**src/sv/ipbm_pkg.sv**
```systemverilog
// Shared types and constants for the idle power-mode battery monitor.
package ipbm_pkg;

	typedef enum logic [1:0] {
		MODE_ACTIVE = 2'd0,
		MODE_DIM    = 2'd1,
		MODE_SLEEP  = 2'd2
	} mode_t;

	localparam int CNT_W      = 32;
	localparam int ADC_W      = 12;
	localparam int MV_W       = 14;
	localparam int PCT_W      = 7;
	localparam int CAL_W      = 16;
	localparam int SCALE_W    = 13;
	localparam int PROD1_W    = ADC_W + CAL_W;
	localparam int PROD2_W    = PROD1_W + SCALE_W;
	localparam int Q15_SHIFT  = 15;
	localparam int DIVIDEND_W = PROD2_W - Q15_SHIFT;
	localparam int DIVISOR_W  = MV_W;
	localparam int CFG_IDX_W  = 3;

	localparam logic [SCALE_W-1:0]   ADC_SCALE = 13'd6600;
	localparam logic [DIVISOR_W-1:0] ADC_FULL  = 14'd4095;
	localparam logic [MV_W-1:0]      MV_MAX    = 14'h3FFF;
	localparam logic [PCT_W-1:0]     PCT_FULL  = 7'd100;

	localparam logic [CFG_IDX_W-1:0] REG_IDLE_TIMEOUT   = 3'd0;
	localparam logic [CFG_IDX_W-1:0] REG_SLEEP_TIMEOUT  = 3'd1;
	localparam logic [CFG_IDX_W-1:0] REG_READ_IVL       = 3'd2;
	localparam logic [CFG_IDX_W-1:0] REG_READ_IVL_SLEEP = 3'd3;
	localparam logic [CFG_IDX_W-1:0] REG_LOG_IVL        = 3'd4;
	localparam logic [CFG_IDX_W-1:0] REG_LOG_IVL_SLEEP  = 3'd5;
	localparam logic [CFG_IDX_W-1:0] REG_EMPTY_MV       = 3'd6;
	localparam logic [CFG_IDX_W-1:0] REG_FULL_MV        = 3'd7;

	typedef struct packed {
		logic                  start;
		logic [DIVIDEND_W-1:0] dividend;
		logic [DIVISOR_W-1:0]  divisor;
	} div_req_t;

	typedef struct packed {
		logic                  done;
		logic [DIVIDEND_W-1:0] quotient;
	} div_rsp_t;

endpackage

```
**src/sv/ipbm_div.sv**
```systemverilog
// Shared restoring divider, one quotient bit per cycle.
module ipbm_div (
	input  logic               clk,
	input  logic               arst_n,
	input  ipbm_pkg::div_req_t req,
	output ipbm_pkg::div_rsp_t rsp
);
	import ipbm_pkg::*;

	localparam int STEP_W = $clog2(DIVIDEND_W);
	localparam logic [STEP_W-1:0] LAST_STEP = STEP_W'(DIVIDEND_W - 1);

	logic                  busy_q;
	logic                  done_q;
	logic [STEP_W-1:0]     step_q;
	logic [DIVIDEND_W-1:0] num_q;
	logic [DIVISOR_W-1:0]  rem_q;
	logic [DIVISOR_W-1:0]  den_q;

	logic [DIVISOR_W:0]    trial;
	logic [DIVISOR_W:0]    diff;
	logic                  fits;

	always_comb begin
		trial = {rem_q, num_q[DIVIDEND_W-1]};
		diff  = trial - {1'b0, den_q};
		fits  = (trial >= {1'b0, den_q});
	end

	always_ff @(posedge clk or negedge arst_n) begin
		if (!arst_n) begin
			busy_q <= 1'b0;
			done_q <= 1'b0;
			step_q <= '0;
			num_q  <= '0;
			rem_q  <= '0;
			den_q  <= '0;
		end else begin
			// flag done for one cycle after the last quotient bit
			done_q <= !req.start && busy_q && (step_q == LAST_STEP);
			if (req.start) begin
				busy_q <= 1'b1;
				step_q <= '0;
				num_q  <= req.dividend;
				rem_q  <= '0;
				den_q  <= req.divisor;
			end else if (busy_q) begin
				// shift in the next dividend bit, subtract where it fits
				rem_q <= fits ? diff[DIVISOR_W-1:0] : trial[DIVISOR_W-1:0];
				num_q <= {num_q[DIVIDEND_W-2:0], fits};
				step_q <= step_q + STEP_W'(1);
				if (step_q == LAST_STEP) begin
					busy_q <= 1'b0;
				end
			end
		end
	end

	assign rsp.done     = done_q;
	assign rsp.quotient = num_q;

endmodule

```
**src/sv/idle_power_mode_battery_monitor.sv**
```systemverilog
// Top level of the idle power-mode manager and battery monitor.
// Usage: the input channel (in_valid/in_ready) carries one item per
// millisecond tick (kind = 0) or per activity event (kind = 1), with the
// averaged 12-bit battery ADC value in adc_average. Every accepted item
// gives exactly one result item on the output channel (out_valid/out_ready):
// the power mode after the item, the last battery reading and percent, and
// the event flags of this item.
// The configuration channel (cfg_valid/cfg_ready, cfg_index, cfg_data) is
// always ready and writes one of eight registers; write it only while idle.
// Steps: an activity event or a tick without a battery read is evaluated and
// then goes to the result step. A tick that reads the battery is evaluated,
// multiplied by the calibration factor and then by the ADC scale, and then
// passes through the shared divider twice (ADC to millivolts, then millivolts
// to percent); a flat or inverted calibration skips the percent pass.
// One item is in flight at a time; in_ready is high only while the sequencer
// is idle, so a new item is accepted only once the last is in the output register.
// A result waits in the output register while the receiver stalls, and the
// next item may be accepted meanwhile; its result is held back until the
// earlier one is taken. Reset clears the mode to active, all counters, the
// stored reading, and sets the configuration registers to their defaults.
module idle_power_mode_battery_monitor #(
	parameter int CAL_Q15 = 32768
) (
	input  logic                               clk,
	input  logic                               arst_n,
	input  logic                               in_valid,
	output logic                               in_ready,
	input  logic                               kind,
	input  logic [ipbm_pkg::ADC_W-1:0]         adc_average,
	output logic                               out_valid,
	input  logic                               out_ready,
	output logic [1:0]                         power_mode,
	output logic                               battery_valid,
	output logic [ipbm_pkg::PCT_W-1:0]         battery_percent,
	output logic [ipbm_pkg::MV_W-1:0]          battery_millivolts,
	output logic                               reading_taken,
	output logic                               log_due,
	output logic                               entered_dim,
	output logic                               entered_sleep,
	output logic                               woke_up,
	input  logic                               cfg_valid,
	output logic                               cfg_ready,
	input  logic [ipbm_pkg::CFG_IDX_W-1:0]     cfg_index,
	input  logic [ipbm_pkg::CNT_W-1:0]         cfg_data
);
	import ipbm_pkg::*;

	localparam logic [CAL_W-1:0] CAL = CAL_W'(CAL_Q15);

	typedef enum logic [3:0] {
		S_IDLE,
		S_EVAL,
		S_MUL1,
		S_MUL2,
		S_MV_GO,
		S_MV_WAIT,
		S_PCT_PREP,
		S_PCT_GO,
		S_PCT_WAIT,
		S_OUT
	} state_t;

	// configuration registers
	logic [CNT_W-1:0] idle_timeout_q;
	logic [CNT_W-1:0] sleep_timeout_q;
	logic [CNT_W-1:0] read_ivl_q;
	logic [CNT_W-1:0] read_ivl_sleep_q;
	logic [CNT_W-1:0] log_ivl_q;
	logic [CNT_W-1:0] log_ivl_sleep_q;
	logic [MV_W-1:0]  empty_mv_q;
	logic [MV_W-1:0]  full_mv_q;

	// block state
	state_t           state_q;
	mode_t            mode_q;
	logic [CNT_W-1:0] idle_cnt_q;
	logic [CNT_W-1:0] read_cnt_q;
	logic [CNT_W-1:0] log_cnt_q;
	logic [MV_W-1:0]  voltage_q;
	logic [PCT_W-1:0] percent_q;
	logic             seen_q;

	// item in flight
	logic             kind_q;
	logic [ADC_W-1:0] adc_q;
	logic             taken_q;
	logic             logd_q;
	logic             dim_q;
	logic             sleep_q;
	logic             woke_q;
	logic [PROD1_W-1:0]    prod1_q;
	logic [PROD2_W-1:0]    prod2_q;
	logic [DIVIDEND_W-1:0] pct_num_q;

	// output register
	logic             out_valid_q;
	mode_t            out_mode_q;
	logic             out_seen_q;
	logic [PCT_W-1:0] out_pct_q;
	logic [MV_W-1:0]  out_mv_q;
	logic             out_taken_q;
	logic             out_logd_q;
	logic             out_dim_q;
	logic             out_sleep_q;
	logic             out_woke_q;

	div_req_t div_req;
	div_rsp_t div_rsp;

	// tick evaluation
	logic [CNT_W-1:0] idle_inc;
	logic [CNT_W-1:0] read_inc;
	logic [CNT_W-1:0] log_inc;
	logic [CNT_W-1:0] read_ivl;
	logic [CNT_W-1:0] log_ivl;
	logic             take;
	logic             seen_nx;
	logic             logd;
	logic             to_dim;
	logic             to_sleep;

	// conversion helpers
	logic [MV_W-1:0]  mv_sat;
	logic [MV_W-1:0]  mv_clamp;
	logic [PCT_W-1:0] pct_cap;
	logic             cal_bad;

	always_comb begin
		idle_inc = (idle_cnt_q == '1) ? idle_cnt_q : idle_cnt_q + CNT_W'(1);
		read_inc = (read_cnt_q == '1) ? read_cnt_q : read_cnt_q + CNT_W'(1);
		log_inc  = (log_cnt_q == '1) ? log_cnt_q : log_cnt_q + CNT_W'(1);
		read_ivl = (mode_q == MODE_SLEEP) ? read_ivl_sleep_q : read_ivl_q;
		log_ivl  = (mode_q == MODE_SLEEP) ? log_ivl_sleep_q : log_ivl_q;
		take     = (read_inc >= read_ivl);
		seen_nx  = seen_q | take;
		logd     = seen_nx && (log_inc >= log_ivl);
		// mode step uses the mode held before this tick
		to_dim   = (mode_q == MODE_ACTIVE) && (idle_inc >= idle_timeout_q);
		to_sleep = (mode_q == MODE_DIM) && (idle_inc >= sleep_timeout_q);
	end

	always_comb begin
		mv_sat = (div_rsp.quotient > DIVIDEND_W'(MV_MAX)) ? MV_MAX
			: div_rsp.quotient[MV_W-1:0];
		priority if (voltage_q < empty_mv_q) begin
			mv_clamp = empty_mv_q;
		end else if (voltage_q > full_mv_q) begin
			mv_clamp = full_mv_q;
		end else begin
			mv_clamp = voltage_q;
		end
		pct_cap = (div_rsp.quotient > DIVIDEND_W'(PCT_FULL)) ? PCT_FULL
			: div_rsp.quotient[PCT_W-1:0];
		cal_bad = (full_mv_q <= empty_mv_q);
	end

	// feed the shared divider: ADC scale first, then the percent ratio
	always_comb begin
		div_req.start = (state_q == S_MV_GO) || (state_q == S_PCT_GO);
		if (state_q == S_PCT_GO) begin
			div_req.dividend = pct_num_q;
			div_req.divisor  = full_mv_q - empty_mv_q;
		end else begin
			div_req.dividend = prod2_q[PROD2_W-1:Q15_SHIFT];
			div_req.divisor  = ADC_FULL;
		end
	end

	ipbm_div u_div (
		.clk    (clk),
		.arst_n (arst_n),
		.req    (div_req),
		.rsp    (div_rsp)
	);

	// configuration writes, always accepted
	assign cfg_ready = 1'b1;

	always_ff @(posedge clk or negedge arst_n) begin
		if (!arst_n) begin
			idle_timeout_q   <= CNT_W'(30000);
			sleep_timeout_q  <= CNT_W'(120000);
			read_ivl_q       <= CNT_W'(10000);
			read_ivl_sleep_q <= CNT_W'(60000);
			log_ivl_q        <= CNT_W'(30000);
			log_ivl_sleep_q  <= CNT_W'(300000);
			empty_mv_q       <= MV_W'(3300);
			full_mv_q        <= MV_W'(4200);
		end else if (cfg_valid) begin
			unique case (cfg_index)
				REG_IDLE_TIMEOUT:   idle_timeout_q   <= cfg_data;
				REG_SLEEP_TIMEOUT:  sleep_timeout_q  <= cfg_data;
				REG_READ_IVL:       read_ivl_q       <= cfg_data;
				REG_READ_IVL_SLEEP: read_ivl_sleep_q <= cfg_data;
				REG_LOG_IVL:        log_ivl_q        <= cfg_data;
				REG_LOG_IVL_SLEEP:  log_ivl_sleep_q  <= cfg_data;
				REG_EMPTY_MV:       empty_mv_q       <= cfg_data[MV_W-1:0];
				REG_FULL_MV:        full_mv_q        <= cfg_data[MV_W-1:0];
				default: ;
			endcase
		end
	end

	// sequencer, block state and output register
	always_ff @(posedge clk or negedge arst_n) begin
		if (!arst_n) begin
			state_q     <= S_IDLE;
			mode_q      <= MODE_ACTIVE;
			idle_cnt_q  <= '0;
			read_cnt_q  <= '0;
			log_cnt_q   <= '0;
			voltage_q   <= '0;
			percent_q   <= '0;
			seen_q      <= 1'b0;
			kind_q      <= 1'b0;
			adc_q       <= '0;
			taken_q     <= 1'b0;
			logd_q      <= 1'b0;
			dim_q       <= 1'b0;
			sleep_q     <= 1'b0;
			woke_q      <= 1'b0;
			prod1_q     <= '0;
			prod2_q     <= '0;
			pct_num_q   <= '0;
			out_valid_q <= 1'b0;
			out_mode_q  <= MODE_ACTIVE;
			out_seen_q  <= 1'b0;
			out_pct_q   <= '0;
			out_mv_q    <= '0;
			out_taken_q <= 1'b0;
			out_logd_q  <= 1'b0;
			out_dim_q   <= 1'b0;
			out_sleep_q <= 1'b0;
			out_woke_q  <= 1'b0;
		end else begin
			// drop the held result once the receiver takes it; the result
			// step reloads the register on its own
			if (out_valid_q && out_ready && (state_q != S_OUT)) begin
				out_valid_q <= 1'b0;
			end

			unique case (state_q)
				S_IDLE: begin
					if (in_valid) begin
						kind_q  <= kind;
						adc_q   <= adc_average;
						state_q <= S_EVAL;
					end
				end

				S_EVAL: begin
					if (kind_q) begin
						// activity: clear idle time and wake up
						idle_cnt_q <= '0;
						mode_q     <= MODE_ACTIVE;
						taken_q    <= 1'b0;
						logd_q     <= 1'b0;
						dim_q      <= 1'b0;
						sleep_q    <= 1'b0;
						woke_q     <= (mode_q != MODE_ACTIVE);
						state_q    <= S_OUT;
					end else begin
						idle_cnt_q <= idle_inc;
						read_cnt_q <= take ? '0 : read_inc;
						log_cnt_q  <= logd ? '0 : log_inc;
						seen_q     <= seen_nx;
						taken_q    <= take;
						logd_q     <= logd;
						dim_q      <= to_dim;
						sleep_q    <= to_sleep;
						woke_q     <= 1'b0;
						if (to_dim) begin
							mode_q <= MODE_DIM;
						end else if (to_sleep) begin
							mode_q <= MODE_SLEEP;
						end
						state_q <= take ? S_MUL1 : S_OUT;
					end
				end

				S_MUL1: begin
					prod1_q <= PROD1_W'(adc_q) * PROD1_W'(CAL);
					state_q <= S_MUL2;
				end

				S_MUL2: begin
					prod2_q <= PROD2_W'(prod1_q) * PROD2_W'(ADC_SCALE);
					state_q <= S_MV_GO;
				end

				S_MV_GO: begin
					state_q <= S_MV_WAIT;
				end

				S_MV_WAIT: begin
					if (div_rsp.done) begin
						voltage_q <= mv_sat;
						state_q   <= S_PCT_PREP;
					end
				end

				S_PCT_PREP: begin
					if (cal_bad) begin
						percent_q <= '0;
						state_q   <= S_OUT;
					end else begin
						pct_num_q <= DIVIDEND_W'(mv_clamp - empty_mv_q)
							* DIVIDEND_W'(PCT_FULL);
						state_q   <= S_PCT_GO;
					end
				end

				S_PCT_GO: begin
					state_q <= S_PCT_WAIT;
				end

				S_PCT_WAIT: begin
					if (div_rsp.done) begin
						percent_q <= pct_cap;
						state_q   <= S_OUT;
					end
				end

				S_OUT: begin
					// hold the result until the output register is free
					if (!out_valid_q || out_ready) begin
						out_valid_q <= 1'b1;
						out_mode_q  <= mode_q;
						out_seen_q  <= seen_q;
						out_pct_q   <= percent_q;
						out_mv_q    <= voltage_q;
						out_taken_q <= taken_q;
						out_logd_q  <= logd_q;
						out_dim_q   <= dim_q;
						out_sleep_q <= sleep_q;
						out_woke_q  <= woke_q;
						state_q     <= S_IDLE;
					end
				end

				default: state_q <= S_IDLE;
			endcase
		end
	end

	assign in_ready           = (state_q == S_IDLE);
	assign out_valid          = out_valid_q;
	assign power_mode         = out_mode_q;
	assign battery_valid      = out_seen_q;
	assign battery_percent    = out_pct_q;
	assign battery_millivolts = out_mv_q;
	assign reading_taken      = out_taken_q;
	assign log_due            = out_logd_q;
	assign entered_dim        = out_dim_q;
	assign entered_sleep      = out_sleep_q;
	assign woke_up            = out_woke_q;

endmodule

```
**config.mk**
```make
export PLATFORM = sky130hd
export DESIGN_NAME = idle_power_mode_battery_monitor
export DESIGN_NICKNAME = d
export VERILOG_FILES = /design/src/sv/ipbm_pkg.sv /design/src/sv/ipbm_div.sv /design/src/sv/idle_power_mode_battery_monitor.sv
export SDC_FILE = /design/constraint.sdc
export NUM_CORES = 1
export LEC_CHECK = 0
export BUFFER_PORTS_ARGS = -buffer_cell sky130_fd_sc_hd__buf_2
export CAP_MARGIN = 20
export CORE_ASPECT_RATIO = 0.9
export CORE_UTILIZATION = 45
export CTS_BUF_LIST = sky130_fd_sc_hd__clkbuf_2
export DETAILED_ROUTE_END_ITERATION = 8
export PLACE_DENSITY = 0.65
export SYNTH_ARGS = -nofsm -noshare
export SYNTH_HDL_FRONTEND = slang
export SYNTH_HIERARCHICAL = 1
export SYNTH_SLANG_ARGS = --single-unit
```
**constraint.sdc**
```tcl
create_clock -name clk -period 9.95 [get_ports clk]
set_clock_uncertainty 0.1 [all_clocks]
set_input_delay 0.4975 -clock clk [delete_from_list [all_inputs] [get_ports clk]]
set_output_delay 0.4975 -clock clk [all_outputs]
set_load 0.01 [all_outputs]
```
; Word-level counts from Yosys, hierarchy flattened
; Index checks and enable logic that the tools add are counted.
[classes]
n_reduce_logical = 34
bitwise = 3
magnitude_cmp = 10
muxes = 45
n_addsub = 7
eq_ne = 28
n_mul = 2
[ops]
columns = operator, n
row1 = 32-bit two-way mux, 8
row2 = 32-bit >= comparator, 4
row3 = 32-bit by 1-bit adder with 32-bit output (second input constant), 3
row4 = 32-bit equality test (second input constant), 3
row5 = 14-bit two-way mux, 6
row6 = 26-bit two-way mux, 2
row7 = 40-bit two-way mux, 1
row8 = 4-bit case mux with 10 select lines, 1
row9 = 4-bit two-way mux, 7
row10 = 2-bit AND reduction, 14
row11 = 14-bit subtractor, 2
row12 = 26-bit by 14-bit > comparator with 1-bit output (second input constant), 1
row13 = 26-bit by 7-bit > comparator with 1-bit output (second input constant), 1
row14 = 26-bit by 5-bit multiplier with 24-bit output (second input constant), 1
row15 = 12-bit by 10-bit multiplier with 22-bit output (second input constant), 1
row16 = 7-bit two-way mux, 3
row17 = 4-bit by 3-bit equality test with 1-bit output (second input constant), 4
row18 = 15-bit by 14-bit >= comparator with 1-bit output, 1
row19 = 14-bit by 14-bit subtractor with 15-bit output, 1
row20 = 14-bit > comparator, 1
row21 = 14-bit <= comparator, 1
row22 = 14-bit < comparator, 1
row23 = 7-bit case mux with 2 select lines, 1
row24 = 3-bit equality test (second input constant), 4
row25 = 27 further kinds, 57
[word_totals]
regBits = 512
input_bits = 53

; Longest topological paths before layout
[logic_depth]
word_depth = 7
depth_mapped = 32
mapped_depth_nobuf = 32

; Cells and area by module
; Netlist, hierarchy kept.
[by_module_without_submodules]
columns = mod, n_inst, area_per_inst_um2, cells_per_inst
row1 = idle_power_mode_battery_monitor, 1, 29477.0, 2947
row2 = ipbm_div, 1, 3587.2, 382

; Least setup slack after synthesis
; No wires, ideal clock.
[synth_path]
kind = register to register
startpoint = reg full_mv_q[5]
endpoint = reg pct_num_q[22]
period_less_slack_ns = 7.224
path_stages_with_launch = 31
setup_time_ns = 0.126
setup_slack_ns = 2.726
t_arrival_ns = 6.998
path_cell_list = dfstp_2 -> inv_1 -> ha_1 -> o21ai_0 -> a21oi_1 -> a21boi_0 -> o2111ai_1 -> a21oi_1 -> mux2_2 -> mux2_2 -> ha_1 -> nor2b_1 -> o21ai_0 -> a21boi_0 -> o41ai_1 -> nor2b_1 -> o21a_1 -> nor2_1 -> ha_1 -> ha_1 -> inv_1 -> fa_1 -> inv_1 -> ha_1 -> a2111oi_0 -> nand2_1 -> a221o_1 -> a31oi_1 -> o21ai_0 -> nor4bb_1 -> o32a_1
[synth_between]
elab_chain_len = 5
word_cells_on_any_way = 8
cone_classes = add/sub (1) / mul (1) / order compare (2) / mux (2) / bitwise (1) / reduce/logical (1)
[synth_lines]
columns = item, line_no
row1 = from (decl), idle_power_mode_battery_monitor.sv:71  ; logic [MV_W-1:0] full_mv_q;
row2 = from (signal assigned), idle_power_mode_battery_monitor.sv:198  ; REG_FULL_MV: full_mv_q <= cfg_data[MV_W-1:0];
row3 = 14-bit > comparator, idle_power_mode_battery_monitor.sv:147  ; end else if (voltage_q > full_mv_q) begin
row4 = 14-bit two-way mux, idle_power_mode_battery_monitor.sv:147
row5 = 14-bit two-way mux, idle_power_mode_battery_monitor.sv:145  ; priority if (voltage_q < empty_mv_q) begin
row6 = 14-bit by 14-bit subtractor with 15-bit output, idle_power_mode_battery_monitor.sv:307  ; pct_num_q <= DIVIDEND_W'(mv_clamp - empty_mv_q)
row7 = 26-bit by 5-bit multiplier with 24-bit output, idle_power_mode_battery_monitor.sv:308  ; * DIVIDEND_W'(PCT_FULL);
row8 = to (signal assigned), idle_power_mode_battery_monitor.sv:307
row9 = to (decl), idle_power_mode_battery_monitor.sv:93  ; logic [DIVIDEND_W-1:0] pct_num_q;
; Parallel ways exist; a longest one is shown, timed or not.
; A chain may end at the register's enable or synchronous reset.

; Worst setup path in the final report
[layout_path]
startpoint = reg full_mv_q[6]
endpoint = reg pct_num_q[22]
; The elaborated chain is that of the path after synthesis.

==> results by group <==
Clock tree
  • Total CTS buffers: roughly 140
  • Clk_lat worst skew: approximately 1400 ps
  • Clock tree from TritonCTS: yes
  • Clk buf depth: 3
  • H-Tree Depth: 4
  • CTS Sinks: approximately 510
  • Worst-path clk slew: around 100 ps
  • CTS root buf: clkbuf_2

Global route
  • Tot GR Track Use: between 20% and 30%
  • Largest net degree at the start of global routing: between 100 and 150
  • M1 GR Usage: 33.2%
  • M3 GR Usage: 4.19%
  • Initial antenna violation count: 6
  • Grt total ovfl: 0
  • Most Crowded Layer GR: met1
  • First-pass GRT wire length: around 130 mm
  • Met2 usage: roughly 33%
  • Number of global-route vias before repair: 24,719

Outcome
  • Status: complete, but fails checks
  • Violated checks: DRC

Worst setup path
  • Req. time, crit path: between 10,000 and 15,000 ps
  • Family with the most delay on the worst path: compound AO/OA/AOI/OAI gates
  • CP Launch Type: register
  • Highest-delay cell along the critical path: dfstp_2
  • Arrival time at the worst endpoint: slightly below 9000 ps
  • CP max stage delay: 580 ps
  • Critical path endpoint category: register
  • Critical path buffers and inverters: 2
  • Worst Path Max Fanout: 13
  • Cell count of the worst reg-to-reg path: 28
  • Setup slack, reg-to-reg: roughly 2100 ps
  • Most used cell, CP: ha_1
  • R2r startpoint: full_mv_q[6]
  • Worst r2r dst: pct_num_q[22]
  • Crit path kind: reg -> reg

Synth
  • Post-synthesis register bit count: 511
  • Syn Area/Cell: 9.93 µm²
  • Synth cell types: 94
  • Primary FF master, synth: dfrtp_1
  • FFs w/ async S/R, synth: 100%
  • Yosys top cell by area: dfrtp_1
  • Sequential cell area fraction in the yosys report: 38.9%
  • EDFF count, synth: 0
  • Gate Count Post-Synth: between 3,000 and 4,000
  • Synthesized area: approximately 0.033 mm²
  • Share of the synthesized area in the top cell type: 34.8%
  • Yosys warns: 6
  • Largest cells by area after synthesis: dfrtp_1 (35%), ha_1 (12%), mux2_2 (7.7%)

Pwr
  • Power Dens Cells: 345 mW/mm²
  • Leak: ~18 nW
  • Maximum VDD drop: around 0.43 mV

Drt
  • WL/cell: approximately 18 µm
  • Residual DRC count: 12
  • Vias post-DR: 25,099
  • Router iterations before antenna repair: 7
  • ANT nets after route: 0
  • DR iter-0 viols: between 1,500 and 2,000
  • Drt total wl: 81.7 mm
  • Vias per cell: between 5 and 6

Cells and area
  • Design area: 0.0370 mm²
  • Most common cell after layout, fill and taps aside: dfrtp_1
  • Share of layout cells above drive strength 1: a little under a fifth
  • Nets: around 4,000
  • Non-filler instance count after layout: roughly 4,600
  • Commonest non-fill, non-tap cells in the layout: dfrtp_1 (459), nand2_1 (385), ha_1 (317)
  • Area Growth Syn to Fin: 12.0%

Worst hold path
  • End of the worst hold path: state_q[1]
  • Worst Hold Depth: 6
  • Hold path start: in_valid
  • Worst Hold Class: in -> reg

Placement
  • PortBufs: between 80 and 90
  • Post-Place Cells: 4,258
  • Post-DP Area: 0.0344 mm²
  • RD Place Congestion: ~0.86
  • DPL Wire Length: 56.8 mm

Floorplan
  • Core footprint: between 0.07 and 0.08 mm²
  • Chip height: about 260 µm
  • Starting Density: a little under half
  • Die area: approximately 0.075 mm²
  • Top Ports: 85
  • Cell Rows: 93
  • DIE WIDTH: between 200 and 300 µm

Timing
  • Slew headroom: 27.8%
  • Final Hold Fails: 0
  • F_max: around 0.13 GHz
  • Crit share post-route: 79.0%
  • Worst hold margin: between 200 and 250 ps
  • Fin. max-slew vios: 0
  • Final Critical Period: 7860 ps
  • RSZ-0062 raised after global routing: no
  • Final Setup Violations: 0
  • Setup TNS: 0 ps
  • Slew @ Worst Pin: around 1100 ps

Run
  • Max-cap violations: 0
-- per-stage QoR --
stage / setup slack [ps] / power [W] / utilization (%)
3_5_place_dp: 2290 / 0.0111 / 47.7
3_3_place_gp: 2300 / 0.0110 / 47.7
5_1_grt: 1530 / 0.0141 / 51.3
6_report: 2090 / 0.0128 / 51.3
4_1_cts: 2180 / 0.0128 / 51.3
2_1_floorplan: 2730 / 0.00931 / -
-- cells in the mapped netlist, drive strengths merged (34+ instances only) --
cell / number
a21o: 57
a21oi: 94
and3: 34
clkbuf: 109
dfrtp: 460
dfstp: 51
fa: 48
ha: 317
inv: 229
mux2: 226
mux2i: 141
nand2: 387
nand3: 81
nand4: 45
nor2: 185
nor3: 41
o21ai: 271
xnor2: 91
xor2: 84
-- state kept, by name, summed over array words and instances (netlist names), 4 cells and up --
register and count:
idle_timeout_q 32, adc_q 12, state_q 4, log_ivl_sleep_q 32, log_cnt_q 32, read_ivl_sleep_q 32
percent_q 7, idle_cnt_q 32, u_div/step_q 5, battery_millivolts 14, full_mv_q 14, u_div/den_q 14
read_cnt_q 32, battery_percent 7, prod2_q 22, log_ivl_q 32, u_div/num_q 26, u_div/rem_q 14
sleep_timeout_q 32, read_ivl_q 32, voltage_q 14, empty_mv_q 14, prod1_q 12, pct_num_q 24
-- worst reg2reg max path, delay by kind of cell, from the launching register on --
family	cells	cell delay, ps
compound gates	13	3220
xor+xnor	1	230
fa+ha+maj	7	2320
buf+inv	2	370
flops	1	580
mux	2	340
simple gates	3	550
-- cell families after synthesis --
family                     count (synthesis)  share of synthesized area (%)
muxes                                    367                           12.0
and+or+nand+nor                          923                           13.3
other                                      2                         0.0227
AOI/OAI and AO/OA                        623                           11.9
adders and majority gates                365                           14.9
xor gates and xnor gates                 175                           4.64
DFF                                      511                           38.9
buffers and inverters                    363                           4.36
-- layout make-up --
type                       count  area [µm²]
antenna                        7        17.5
inverter                     229         860
clock buffer                 204        1020
clock inverter                47         263
multi-input combinational   2456       18800
tap                          950        1190
sequential                   511       12900
fill                        6696       35100
timing repair buffer         243        1980
-- routing by layer --
metal  part of all wire (%)  wire [µm]  vias to the layer above
met4                    2.1       1680                        6
met3                    4.7       3860                      130
met5                  0.046         38                        -
met1                     51      41500                    12123
li1                       -          -                    12335
met2                     42      34700                      505
-- what timing repair did --
item	CTS	global route
buffers inserted	0	0
hold endpoints to repair	590	0
endpoints found under the setup margin	0	0
gates resized for setup	0	0
hold buffers	131	0
-- worst max-delay path by stage --
stage                  start       endpoint  slack [ps]  cells past startpoint
6_report        full_mv_q[6]  pct_num_q[22]        2090                     28
5_1_grt        empty_mv_q[1]  pct_num_q[22]        1530                     31
4_1_cts         full_mv_q[6]  pct_num_q[22]        2180                     30
3_5_place_dp    full_mv_q[6]  pct_num_q[22]        2290                     30
3_3_place_gp    full_mv_q[6]  pct_num_q[22]        2300                     30
2_1_floorplan   full_mv_q[5]  pct_num_q[22]        2730                     30
-- where the power goes --
part	internal (W)	switching, W
sequential	0.00257	0.000371
clock	0.000591	0.000960
combinational	0.00361	0.00467
total	0.00677	0.00600
Note: power is estimated with default switching activity, not from simulation.
